**config.mk**
```make
export PLATFORM = sky130hd
export DESIGN_NAME = energy_voice_activity_detector_core
export DESIGN_NICKNAME = d
export VERILOG_FILES = /design/src/design/evad_pkg.sv /design/src/design/energy_voice_activity_detector_core.sv /design/src/design/evad_divsqrt.sv
export VERILOG_INCLUDE_DIRS = /design/src /design/src/design
export SDC_FILE = /design/constraint.sdc
export NUM_CORES = 2
export LEC_CHECK = 0
export ABC_CLOCK_PERIOD_IN_PS = 9800
export CORE_MARGIN = 2
export CORE_UTILIZATION = 30
export CTS_CLUSTER_DIAMETER = 60
export DETAILED_ROUTE_END_ITERATION = 10
export DONT_BUFFER_PORTS = 1
export MAX_ROUTING_LAYER = met4
export PLACE_DENSITY = 0.46
export RECOVER_POWER = 100
export REMOVE_ABC_BUFFERS = 1
export SYNTH_ARGS = -nofsm -noshare
export SYNTH_HDL_FRONTEND = slang
export SYNTH_SLANG_ARGS = --single-unit
```
**constraint.sdc**
```tcl
create_clock -name i_clk -period 9.8 [get_ports i_clk]
set_input_delay 0.98 -clock i_clk [delete_from_list [all_inputs] [get_ports i_clk]]
set_output_delay 0.98 -clock i_clk [all_outputs]
set_load 0.01 [all_outputs]
```
**src/design/energy_voice_activity_detector_core_defines.svh**
```systemverilog
// Assertion macros shared by the voice activity detector RTL.
`ifndef ENERGY_VOICE_ACTIVITY_DETECTOR_CORE_DEFINES_SVH
`define ENERGY_VOICE_ACTIVITY_DETECTOR_CORE_DEFINES_SVH

`ifndef NO_ASSERTIONS
// Same-cycle implication, checked on every clock outside reset
`define EVAD_ASSERT_IMP(lbl, ante, cons) \
    lbl: assert property (@(posedge i_clk) disable iff (!i_rst_n) (ante) |-> (cons)) \
        else $error("evad assertion failed");
// Next-cycle implication, checked on every clock outside reset
`define EVAD_ASSERT_NXT(lbl, ante, cons) \
    lbl: assert property (@(posedge i_clk) disable iff (!i_rst_n) (ante) |=> (cons)) \
        else $error("evad assertion failed");
`else
`define EVAD_ASSERT_IMP(lbl, ante, cons)
`define EVAD_ASSERT_NXT(lbl, ante, cons)
`endif

`endif

```
**src/design/evad_pkg.sv**
```systemverilog
// Types, widths and codes for the energy voice activity detector.
package evad_pkg;

    // Field widths
    localparam int SAMPLE_W   = 16;
    localparam int LEVEL_W    = 16;
    localparam int EVENT_W    = 3;
    localparam int THR_W      = 16;
    localparam int MS_W       = 14;
    localparam int CFG_IDX_W  = 3;
    localparam int CFG_DATA_W = 16;

    // Datapath widths
    localparam int SQ_W   = 2 * SAMPLE_W;
    localparam int SUM_W  = 42;
    localparam int DIVD_W = SUM_W + 2;
    localparam int REM_W  = DIVD_W / 2 + 4;
    localparam int CNTR_W = 20;
    localparam int K_W    = 30;
    localparam int TH_W   = 20;
    localparam int NUM_W  = 21;

    // Arithmetic constants
    localparam int MS_PER_S   = 1000;
    localparam int FLOOR_DIV  = 20;
    localparam int FLOOR_KEEP = 19;
    localparam int FLOOR_BIAS = 10;
    localparam int ACT_MUL    = 3;
    localparam int ACT_FLR    = 10;
    localparam int REL_MUL    = 3;
    localparam int REL_FLR    = 6;

    // Reset values of the registers
    localparam logic [THR_W-1:0] ACT_RST = THR_W'(1311);
    localparam logic [THR_W-1:0] REL_RST = THR_W'(655);
    localparam int SIL_MS_RST = 800;
    localparam int MIN_MS_RST = 250;
    localparam int MAX_MS_RST = 30000;

    // Event codes
    localparam logic [EVENT_W-1:0] EV_SILENCE  = EVENT_W'(0);
    localparam logic [EVENT_W-1:0] EV_START    = EVENT_W'(1);
    localparam logic [EVENT_W-1:0] EV_SPEAKING = EVENT_W'(2);
    localparam logic [EVENT_W-1:0] EV_END      = EVENT_W'(3);
    localparam logic [EVENT_W-1:0] EV_ABORT    = EVENT_W'(4);

    // Register indexes
    localparam logic [CFG_IDX_W-1:0] CFG_ACT = CFG_IDX_W'(0);
    localparam logic [CFG_IDX_W-1:0] CFG_REL = CFG_IDX_W'(1);
    localparam logic [CFG_IDX_W-1:0] CFG_SIL = CFG_IDX_W'(2);
    localparam logic [CFG_IDX_W-1:0] CFG_MIN = CFG_IDX_W'(3);
    localparam logic [CFG_IDX_W-1:0] CFG_MAX = CFG_IDX_W'(4);

    typedef struct packed {
        logic signed [SAMPLE_W-1:0] sample;
        logic                       frame_last;
    } t_in_beat;

    typedef struct packed {
        logic [EVENT_W-1:0] vad_event;
        logic [LEVEL_W-1:0] frame_level;
        logic               frame_overflow;
    } t_out_beat;

    // Divide / root unit control and status
    typedef struct packed {
        logic start;
        logic sqrt_mode;
    } t_du_cmd;

    typedef struct packed {
        logic busy;
        logic done;
    } t_du_stat;

endpackage

```
**src/design/energy_voice_activity_detector_core.sv**
```systemverilog
// Top level of the energy voice activity detector with hysteresis.
//
//  channel | direction | handshake               | beat
//  --------+-----------+-------------------------+-------------------------------
//  in      | sink      | i_in_valid / o_in_stall | sample, frame_last
//  out     | source    | o_out_valid/i_out_stall | vad_event, frame_level, overflow
//  cfg     | sink      | i_cfg_valid/o_cfg_ready | i_cfg_index, i_cfg_data
//
// A sample that does not close a frame is squared and then accumulated. A closing
// sample also goes through the mean square division and the root, then a decision
// that starts speech, seeds an empty floor, checks the length limit, silence
// timeout and minimum length while speaking, or averages the noise floor: the
// shared divide / root unit runs 44 steps for the mean square, 22 for the root and
// 44 more for the floor average. Reset is synchronous, active low; a sample can be
// taken as soon as it is released. The result sits in an output register, so a
// stalled result does not block the next frame's samples; only the final emit step
// waits on a full register for as long as the waiting result stays stalled.
`include "energy_voice_activity_detector_core_defines.svh"
module energy_voice_activity_detector_core #(
    parameter int SAMPLE_RATE = 16000,
    parameter int MAX_FRAME   = 4096
) (
    input  logic                            i_clk,
    input  logic                            i_rst_n,
    input  logic                            i_in_valid,
    output logic                            o_in_stall,
    input  evad_pkg::t_in_beat              i_in,
    output logic                            o_out_valid,
    input  logic                            i_out_stall,
    output evad_pkg::t_out_beat             o_out,
    input  logic                            i_cfg_valid,
    output logic                            o_cfg_ready,
    input  logic [evad_pkg::CFG_IDX_W-1:0]  i_cfg_index,
    input  logic [evad_pkg::CFG_DATA_W-1:0] i_cfg_data
);
    import evad_pkg::*;

    localparam int CNT_W = $clog2(MAX_FRAME + 1);
    localparam int LIM_W = $clog2(64'(SAMPLE_RATE) * 64'd65536);
    localparam int CMP_W = (LIM_W > K_W) ? LIM_W : K_W;

    typedef enum logic [3:0] {
        S_IDLE, S_ACC, S_DIV, S_SQRT, S_DECIDE, S_FLOOR,
        S_PMAX, S_CMAX, S_CSIL, S_CMIN, S_EMIT
    } t_state;

    // Configuration, durations kept as ms * SAMPLE_RATE
    logic [THR_W-1:0] r_act_thr;
    logic [THR_W-1:0] r_rel_thr;
    logic [LIM_W-1:0] r_sil_lim;
    logic [LIM_W-1:0] r_min_lim;
    logic [LIM_W-1:0] r_max_lim;

    // Sequencer and detector state
    t_state             r_state;
    logic [SQ_W-1:0]    r_sq;
    logic [SUM_W-1:0]   r_sum;
    logic [CNT_W-1:0]   r_cnt;
    logic               r_over;
    logic               r_take;
    logic               r_last;
    logic [LEVEL_W-1:0] r_level;
    logic [LEVEL_W-1:0] r_floor;
    logic               r_speaking;
    logic [CNTR_W-1:0]  r_sil;
    logic [CNTR_W-1:0]  r_spk;
    logic [CNTR_W-1:0]  r_spoken;
    logic               r_quiet;
    logic [K_W-1:0]     r_k;
    logic [EVENT_W-1:0] r_ev;
    logic               r_out_valid;
    t_out_beat          r_out;

    // Shared unit hookup
    t_du_cmd            du_cmd;
    t_du_stat           du_stat;
    logic [DIVD_W-1:0]  du_dividend;
    logic [CNT_W-1:0]   du_divisor;
    logic [DIVD_W-1:0]  du_res;

    logic [SAMPLE_W-1:0] in_raw;
    logic [SAMPLE_W-1:0] in_mag;
    logic [SUM_W:0]      sum_ext;
    logic [SUM_W-1:0]    n_sum;
    logic [SUM_W-1:0]    acc_sum;
    logic [TH_W-1:0]     lv4;
    logic [TH_W-1:0]     act_a;
    logic [TH_W-1:0]     act_b;
    logic [TH_W-1:0]     rel_a;
    logic [TH_W-1:0]     rel_b;
    logic                loud;
    logic                quiet;
    logic [CNTR_W:0]     spk_ext;
    logic [CNTR_W:0]     sil_ext;
    logic [CNTR_W-1:0]   n_spk;
    logic [CNTR_W-1:0]   n_sil;
    logic [CNTR_W-1:0]   spoken;
    logic [NUM_W-1:0]    floor_num;
    logic [CNTR_W-1:0]   mul_src;
    logic [K_W-1:0]      k_val;
    logic                k_max_hit;
    logic                k_sil_hit;
    logic                k_min_hit;

    // Configuration writes, accepted at any time
    assign o_cfg_ready = 1'b1;

    always_ff @(posedge i_clk) begin
        if (!i_rst_n) begin
            r_act_thr <= ACT_RST;
            r_rel_thr <= REL_RST;
            r_sil_lim <= LIM_W'(64'(SIL_MS_RST) * 64'(SAMPLE_RATE));
            r_min_lim <= LIM_W'(64'(MIN_MS_RST) * 64'(SAMPLE_RATE));
            r_max_lim <= LIM_W'(64'(MAX_MS_RST) * 64'(SAMPLE_RATE));
        end else if (i_cfg_valid && o_cfg_ready) begin
            case (i_cfg_index)
                CFG_ACT: r_act_thr <= i_cfg_data[THR_W-1:0];
                CFG_REL: r_rel_thr <= i_cfg_data[THR_W-1:0];
                CFG_SIL: r_sil_lim <= LIM_W'(i_cfg_data[MS_W-1:0]) * LIM_W'(SAMPLE_RATE);
                CFG_MIN: r_min_lim <= LIM_W'(i_cfg_data[MS_W-1:0]) * LIM_W'(SAMPLE_RATE);
                CFG_MAX: r_max_lim <= LIM_W'(i_cfg_data) * LIM_W'(SAMPLE_RATE);
                default: ;
            endcase
        end
    end

    // Sample magnitude and saturating accumulate
    assign in_raw  = i_in.sample;
    assign in_mag  = in_raw[SAMPLE_W-1] ? (~in_raw + SAMPLE_W'(1)) : in_raw;
    assign sum_ext = {1'b0, r_sum} + (SUM_W + 1)'(r_sq);
    assign n_sum   = sum_ext[SUM_W] ? '1 : sum_ext[SUM_W-1:0];
    assign acc_sum = r_take ? n_sum : r_sum;

    // Threshold compares: 4*level against the larger scaled threshold
    assign lv4   = TH_W'({r_level, 2'b00});
    assign act_a = TH_W'(r_act_thr) * TH_W'(ACT_MUL);
    assign act_b = TH_W'(r_floor) * TH_W'(ACT_FLR);
    assign rel_a = TH_W'(r_rel_thr) * TH_W'(REL_MUL);
    assign rel_b = TH_W'(r_floor) * TH_W'(REL_FLR);
    assign loud  = (lv4 >= act_a) && (lv4 >= act_b);
    assign quiet = (lv4 < rel_a) || (lv4 < rel_b);

    // Saturating counter updates
    assign spk_ext = (CNTR_W + 1)'(r_spk) + (CNTR_W + 1)'(r_cnt);
    assign sil_ext = (CNTR_W + 1)'(r_sil) + (CNTR_W + 1)'(r_cnt);
    assign n_spk   = spk_ext[CNTR_W] ? '1 : spk_ext[CNTR_W-1:0];
    assign n_sil   = sil_ext[CNTR_W] ? '1 : sil_ext[CNTR_W-1:0];
    assign spoken  = (r_spk > r_sil) ? (r_spk - r_sil) : '0;

    // Noise floor average numerator, rounded by the bias
    assign floor_num = NUM_W'(r_floor) * NUM_W'(FLOOR_KEEP) + NUM_W'(r_level)
                       + NUM_W'(FLOOR_BIAS);

    // Shared count-to-duration scaler: count*1000 + 999 >= ms*rate
    // is the same test as count >= floor(ms*rate/1000)
    always_comb begin
        case (r_state)
            S_CMAX:  mul_src = r_sil;
            S_CSIL:  mul_src = r_spoken;
            default: mul_src = r_spk;
        endcase
    end

    assign k_val     = K_W'(mul_src) * K_W'(MS_PER_S) + K_W'(MS_PER_S - 1);
    assign k_max_hit = CMP_W'(r_k) >= CMP_W'(r_max_lim);
    assign k_sil_hit = CMP_W'(r_k) >= CMP_W'(r_sil_lim);
    assign k_min_hit = CMP_W'(r_k) >= CMP_W'(r_min_lim);

    // Divide / root unit requests
    always_comb begin
        du_cmd      = '0;
        du_dividend = {acc_sum, 2'b00};
        du_divisor  = r_cnt;
        case (r_state)
            S_ACC: begin
                du_cmd.start = r_last;
            end
            S_DIV: begin
                du_cmd.start     = du_stat.done;
                du_cmd.sqrt_mode = 1'b1;
                du_dividend      = du_res;
            end
            S_DECIDE: begin
                du_cmd.start = !r_speaking && !loud && (r_floor != '0);
                du_dividend  = DIVD_W'(floor_num);
                du_divisor   = CNT_W'(FLOOR_DIV);
            end
            default: ;
        endcase
    end

    evad_divsqrt #(
        .DVS_W (CNT_W)
    ) u_divsqrt (
        .i_clk      (i_clk),
        .i_rst_n    (i_rst_n),
        .i_cmd      (du_cmd),
        .i_dividend (du_dividend),
        .i_divisor  (du_divisor),
        .o_stat     (du_stat),
        .o_result   (du_res)
    );

    // Sequencer
    always_ff @(posedge i_clk) begin
        if (!i_rst_n) begin
            r_state     <= S_IDLE;
            r_sq        <= '0;
            r_sum       <= '0;
            r_cnt       <= '0;
            r_over      <= 1'b0;
            r_take      <= 1'b0;
            r_last      <= 1'b0;
            r_level     <= '0;
            r_floor     <= '0;
            r_speaking  <= 1'b0;
            r_sil       <= '0;
            r_spk       <= '0;
            r_spoken    <= '0;
            r_quiet     <= 1'b0;
            r_k         <= '0;
            r_ev        <= EV_SILENCE;
            r_out_valid <= 1'b0;
            r_out       <= '0;
        end else begin
            // result taken; the emit step reloads the register itself
            if (r_out_valid && !i_out_stall && (r_state != S_EMIT)) begin
                r_out_valid <= 1'b0;
            end
            case (r_state)
                S_IDLE: begin
                    if (i_in_valid) begin
                        r_last <= i_in.frame_last;
                        if (r_cnt < CNT_W'(MAX_FRAME)) begin
                            r_sq   <= SQ_W'(in_mag) * SQ_W'(in_mag);
                            r_cnt  <= r_cnt + CNT_W'(1);
                            r_take <= 1'b1;
                        end else begin
                            r_over <= 1'b1;
                            r_take <= 1'b0;
                        end
                        r_state <= S_ACC;
                    end
                end
                S_ACC: begin
                    r_sum   <= acc_sum;
                    r_state <= r_last ? S_DIV : S_IDLE;
                end
                S_DIV: begin
                    if (du_stat.done) begin
                        r_state <= S_SQRT;
                    end
                end
                S_SQRT: begin
                    if (du_stat.done) begin
                        r_level <= (|du_res[DIVD_W-1:LEVEL_W]) ? '1 : du_res[LEVEL_W-1:0];
                        r_state <= S_DECIDE;
                    end
                end
                S_DECIDE: begin
                    if (!r_speaking) begin
                        if (loud) begin
                            r_speaking <= 1'b1;
                            r_sil      <= '0;
                            r_spk      <= CNTR_W'(r_cnt);
                            r_ev       <= EV_START;
                            r_state    <= S_EMIT;
                        end else if (r_floor == '0) begin
                            r_floor <= r_level;
                            r_ev    <= EV_SILENCE;
                            r_state <= S_EMIT;
                        end else begin
                            r_state <= S_FLOOR;
                        end
                    end else begin
                        r_spk   <= n_spk;
                        r_sil   <= quiet ? n_sil : '0;
                        r_quiet <= quiet;
                        r_state <= S_PMAX;
                    end
                end
                S_FLOOR: begin
                    if (du_stat.done) begin
                        r_floor <= du_res[LEVEL_W-1:0];
                        r_ev    <= EV_SILENCE;
                        r_state <= S_EMIT;
                    end
                end
                S_PMAX: begin
                    r_k     <= k_val;
                    r_state <= S_CMAX;
                end
                // utterance length limit, then quiet tracking
                S_CMAX: begin
                    if (k_max_hit) begin
                        r_speaking <= 1'b0;
                        r_sil      <= '0;
                        r_ev       <= EV_ABORT;
                        r_state    <= S_EMIT;
                    end else if (!r_quiet) begin
                        r_ev    <= EV_SPEAKING;
                        r_state <= S_EMIT;
                    end else begin
                        r_k      <= k_val;
                        r_spoken <= spoken;
                        r_state  <= S_CSIL;
                    end
                end
                S_CSIL: begin
                    if (k_sil_hit) begin
                        r_k     <= k_val;
                        r_state <= S_CMIN;
                    end else begin
                        r_ev    <= EV_SPEAKING;
                        r_state <= S_EMIT;
                    end
                end
                // silence timeout reached: short utterances fall back to silence
                S_CMIN: begin
                    r_speaking <= 1'b0;
                    r_sil      <= '0;
                    if (!k_min_hit) begin
                        r_spk <= '0;
                        r_ev  <= EV_SILENCE;
                    end else begin
                        r_ev <= EV_END;
                    end
                    r_state <= S_EMIT;
                end
                S_EMIT: begin
                    if (!r_out_valid || !i_out_stall) begin
                        r_out_valid          <= 1'b1;
                        r_out.vad_event      <= r_ev;
                        r_out.frame_level    <= r_level;
                        r_out.frame_overflow <= r_over;
                        r_sum                <= '0;
                        r_cnt                <= '0;
                        r_over               <= 1'b0;
                        r_state              <= S_IDLE;
                    end
                end
                default: r_state <= S_IDLE;
            endcase
        end
    end

    assign o_in_stall  = (r_state != S_IDLE);
    assign o_out_valid = r_out_valid;
    assign o_out       = r_out;

    // Checks
    `EVAD_ASSERT_NXT(a_emit_clears_frame, (r_state == S_EMIT) && (!r_out_valid || !i_out_stall), (r_state == S_IDLE) && r_out_valid && (r_cnt == '0) && !r_over)
    `EVAD_ASSERT_IMP(a_silence_only_speaking, r_sil != '0, r_speaking)
    `EVAD_ASSERT_IMP(a_done_while_waiting, du_stat.done, (r_state == S_DIV) || (r_state == S_SQRT) || (r_state == S_FLOOR))
    `EVAD_ASSERT_IMP(a_start_when_free, du_cmd.start, !du_stat.busy)
    `EVAD_ASSERT_IMP(a_floor_moves_silent, r_floor != $past(r_floor), !$past(r_speaking))

endmodule

```
**src/design/evad_divsqrt.sv**
```systemverilog
// Shared radix-2 divider and digit-by-digit square root, one step per cycle.
module evad_divsqrt #(
    parameter int DVS_W = 13
) (
    input  logic                        i_clk,
    input  logic                        i_rst_n,
    input  evad_pkg::t_du_cmd           i_cmd,
    input  logic [evad_pkg::DIVD_W-1:0] i_dividend,
    input  logic [DVS_W-1:0]            i_divisor,
    output evad_pkg::t_du_stat          o_stat,
    output logic [evad_pkg::DIVD_W-1:0] o_result
);
    import evad_pkg::*;

    localparam int STEP_W = $clog2(DIVD_W + 1);

    logic               r_busy;
    logic               r_done;
    logic               r_sqrt;
    logic [STEP_W-1:0]  r_steps;
    logic [DIVD_W-1:0]  r_src;
    logic [REM_W-1:0]   r_rem;
    logic [DIVD_W-1:0]  r_res;
    logic [DVS_W-1:0]   r_dvs;

    logic [REM_W-1:0]   rem_sh;
    logic [REM_W-1:0]   trial;
    logic               fits;

    // One shared shift / compare / subtract step
    always_comb begin
        if (r_sqrt) begin
            rem_sh = {r_rem[REM_W-3:0], r_src[DIVD_W-1 -: 2]};
            trial  = {r_res[REM_W-3:0], 2'b01};
        end else begin
            rem_sh = {r_rem[REM_W-2:0], r_src[DIVD_W-1]};
            trial  = REM_W'(r_dvs);
        end
        fits = (rem_sh >= trial);
    end

    // Step sequencing
    always_ff @(posedge i_clk) begin
        if (!i_rst_n) begin
            r_busy  <= 1'b0;
            r_done  <= 1'b0;
            r_steps <= '0;
        end else begin
            r_done <= 1'b0;
            if (i_cmd.start) begin
                r_busy  <= 1'b1;
                r_steps <= i_cmd.sqrt_mode ? STEP_W'(DIVD_W / 2) : STEP_W'(DIVD_W);
            end else if (r_busy) begin
                r_steps <= r_steps - STEP_W'(1);
                if (r_steps == STEP_W'(1)) begin
                    r_busy <= 1'b0;
                    r_done <= 1'b1;
                end
            end
        end
    end

    // Operand and partial result registers
    always_ff @(posedge i_clk) begin
        if (i_cmd.start) begin
            r_sqrt <= i_cmd.sqrt_mode;
            r_src  <= i_dividend;
            r_rem  <= '0;
            r_res  <= '0;
            r_dvs  <= i_divisor;
        end else if (r_busy) begin
            r_src <= r_sqrt ? {r_src[DIVD_W-3:0], 2'b00} : {r_src[DIVD_W-2:0], 1'b0};
            r_rem <= fits ? (rem_sh - trial) : rem_sh;
            r_res <= {r_res[DIVD_W-2:0], fits};
        end
    end

    assign o_stat.busy = r_busy;
    assign o_stat.done = r_done;
    assign o_result    = r_res;

endmodule
```
==> results.sh <==
export IMPL_status="finished, violations left"
export IMPL_failed_checks="max-capacitance violations, max-slew violations"
export IMPL_busiest_layer="met2"
export IMPL_syn2layout_area_growth_pct=10.25
export IMPL_dieArea_um2=158900
export IMPL_min_period_ns=8.831
export IMPL_num_vias=37440
export IMPL_num_fill_cells=16240
export IMPL_yosys_warnings=0
export IMPL_fin_crit_sh=0.9012
export IMPL_drc=0
export IMPL_whs_endpoint="r_act_thr[10]"
export IMPL_syn_inst=5498
export IMPL_cts_buffers=77
export IMPL_ctsHoldBuffers=0
export IMPL_synth_edf_count=58
export IMPL_drt_pass1_iterations=5
export IMPL_io_pins=64
export IMPL_cts_tree="yes"
export IMPL_crit_required_ns=10.33
export IMPL_vias_per_cell=4.960
export IMPL_cts_resized=0
export IMPL_worst_slew_pin_slew_ns=4.408
export IMPL_grtUsageMet3=0.02192
export IMPL_grt_util_met2=0.2680
export IMPL_htree_levels=3
export IMPL_clk_pin_slew_ns=0.05
export IMPL_ant_nets=0
export IMPL_worstHoldPathCells=1
export IMPL_r2r_cells=25
export IMPL_core_area_um2=154400
export IMPL_clock_sinks=471
export IMPL_drv_cap=10
export IMPL_r2r_start="r_state[3]"
export IMPL_finalNonFillerCells=7548
export IMPL_irDropWorstVdd_mv=0.4238
export IMPL_start_util=0.3026
export IMPL_grt_max_degree=97
export IMPL_layout_common_cells="651 x inv_1, 601 x ha_1, 574 x nand2_1, 436 x a21oi_1, 417 x nor2_1"
export IMPL_grt_overflow=0
export IMPL_grt_pass1_wl_um=217600
export IMPL_hp_start="i_rst_n"
export IMPL_dieWidth_um=398.6
export IMPL_rows=144
export IMPL_cp_end_kind="flip-flop"
export IMPL_cts_root_buffer="clkbuf_16"
export IMPL_p_per_area_nw_per_um2=274.6
export IMPL_synthDistinctLibCells=104
export IMPL_avgSynthCellArea_um2=8.498
export IMPL_first_global_vias=37440
export IMPL_worstSetupStartpointType="flip-flop"
export IMPL_gp_congestion=0.8500
export IMPL_skew_ns=0.03426
export IMPL_ys_seq_elements=471
export IMPL_gr_usage_met1=0.2525
export IMPL_finalSetupTns_ns=0
export IMPL_rr_endpoint="r_k[29]"
export IMPL_crit_path_max_fanout=23
export IMPL_p_leak_nw=23.01
export IMPL_finalSetupViolCount=0
export IMPL_yosysSeqAreaShare=0.2142
export IMPL_clk_latency_ns=0.67
export IMPL_post_drt_wl_per_cell_um=17.94
export IMPL_io_buffer_count=0
export IMPL_synth_flop_cell="dfxtp_1"
export IMPL_rsz0062_at_grt="no"
export IMPL_crit_type="reg -> reg"
export IMPL_dp_cells=7404
export IMPL_antenna_found_initial=4
export IMPL_hold_path_class="in -> reg"
export IMPL_finalHoldViolCount=0
export IMPL_clockBufferDepth=3
export IMPL_dieHeight_um=398.6
export IMPL_post_dp_hpwl_um=105100
export IMPL_drive_above_1_share=0.05400
export IMPL_nets=6404
export IMPL_first_iter_violations=1979
export IMPL_slew_viol_final=445
export IMPL_syn_area_um2=46720
export IMPL_regToRegSetupSlack_ns=0.97
export IMPL_maxSlewHeadroom=-1.938
export IMPL_grt_usage=0.1770
export IMPL_cts_setup_buffers=0
export IMPL_timing_fmax_mhz=113.2
export IMPL_drt_wl_total_um=135400
export IMPL_final_common_cell="inv_1"
export IMPL_synthArstFlopShare=0
export IMPL_crit_arrival_ns=9.36
==> layout make-up <==
cell class	count	area [µm²]	area share
Inverter	661	2484	0.04821
Clock buffer	96	2100	0.04076
Antenna cell	4	10.01	0.0001943
Clock inverter	44	511.7	0.009934
Multi-Input combinational cell	4173	33450	0.6493
Sequential cell	471	10010	0.1944
Timing Repair Buffer	55	387.9	0.007530
Tap cell	2044	2557	0.04965
==> registers in the layout, indices dropped and copies added, names as in the netlist, 3 cells and up <==
name / cells
o_out: 20
r_act_thr: 16
r_cnt: 13
r_ev: 3
r_floor: 16
r_k: 28
r_level: 16
r_max_lim: 23
r_min_lim: 21
r_rel_thr: 16
r_sil: 20
r_sil_lim: 21
r_spk: 20
r_spoken: 20
r_sq: 31
r_state: 4
r_sum: 42
u_divsqrt.o_result: 44
u_divsqrt.r_dvs: 13
u_divsqrt.r_rem: 25
u_divsqrt.r_src: 44
u_divsqrt.r_steps: 6
==> power by group <==
part           leakage, nW  internal [mW]  switching, mW
registers             3.88           2.19          0.186
logic                 17.9           3.76           5.21
clock network         1.25           1.70           1.10
==> cell usage after synthesis (62+ instances only) <==
cell type  number  share of area
o21ai_0       196          0.021
a211oi_1      100          0.016
ha_1          601           0.16
dfxtp_1       413           0.18
o211ai_1       62          0.010
nand3_1       116          0.012
xnor2_1       187          0.035
inv_1         651          0.052
nor2_1        423          0.034
clkbuf_1      157          0.013
nor3_1         75         0.0080
nand2_1       573          0.046
a21o_1        118          0.019
xor2_1         97          0.018
mux2i_1       125          0.027
a21oi_1       437          0.047
fa_1          323           0.14
==> metrics by stage <==
step                      power (mW)  hold slack, ns  setup slack [ns]  instance area, µm²    util
after floorplan                9.364          0.4273             1.338               45940       -
after global placement         11.49          0.4400            0.7066               49030  0.3175
after detailed placement       11.49          0.4449            0.6460               49030  0.3175
after CTS                      14.44          0.3557             1.374               51640  0.3344
after global routing           15.65          0.3795            0.3806               51510  0.3336
final                          14.14          0.4313            0.9685               51510  0.3336
==> worst max-delay path, stage by stage, from the launching register on <==
cell	delay [ns]
dfxtp_1	0.61
nand2b_1	0.27
nor2_2	0.06
buf_4	0.24
nor2_1	1.31
a21oi_1	0.51
fa_1	0.65
inv_1	0.05
fa_1	0.49
inv_1	0.05
fa_1	0.47
fa_1	0.51
inv_1	0.04
ha_1	0.32
o21a_1	0.13
o31a_1	0.20
o21bai_1	0.14
a21bo_1	0.26
o31a_1	0.37
xnor2_1	0.41
nand4_1	0.24
nor4_1	0.33
nand2_1	0.13
or3b_1	0.38
xnor2_1	0.37
a21oi_1	0.12
==> kinds of logic after synthesis <==
logic type,Yosys count,share of synthesized area
AND/OR/NAND/NOR,1482,0.1427
AO/OA/AOI/OAI,1306,0.1831
adder cells (fa/ha/maj),924,0.2993
buffers and inverters,864,0.07059
flip-flops,471,0.2142
XOR/XNOR,286,0.05394
multiplexers,163,0.03594
other,2,0.0001607
==> worst max path at each step <==
stage	startpoint	slack, ns	depth (start not counted)	endpoint
detailed placement	i_in[3]	0.65	29	r_sq[31]
global route	i_in[3]	0.38	29	r_sq[31]
floorplan	i_in[1]	1.34	29	r_sq[28]
CTS	i_in[3]	1.37	29	r_sq[31]
finish	r_state[3]	0.97	25	r_k[29]
global placement	i_in[3]	0.71	29	r_sq[31]
==> routing by layer <==
metal	wire (µm)	vias to the layer above	share of wire
li1	-	18860	-
met1	69790	17950	0.52
met2	58890	491	0.43
met3	4526	130	0.033
met4	2216	0	0.016
met5	0	-	0
(Power assumes the default switching activity.)
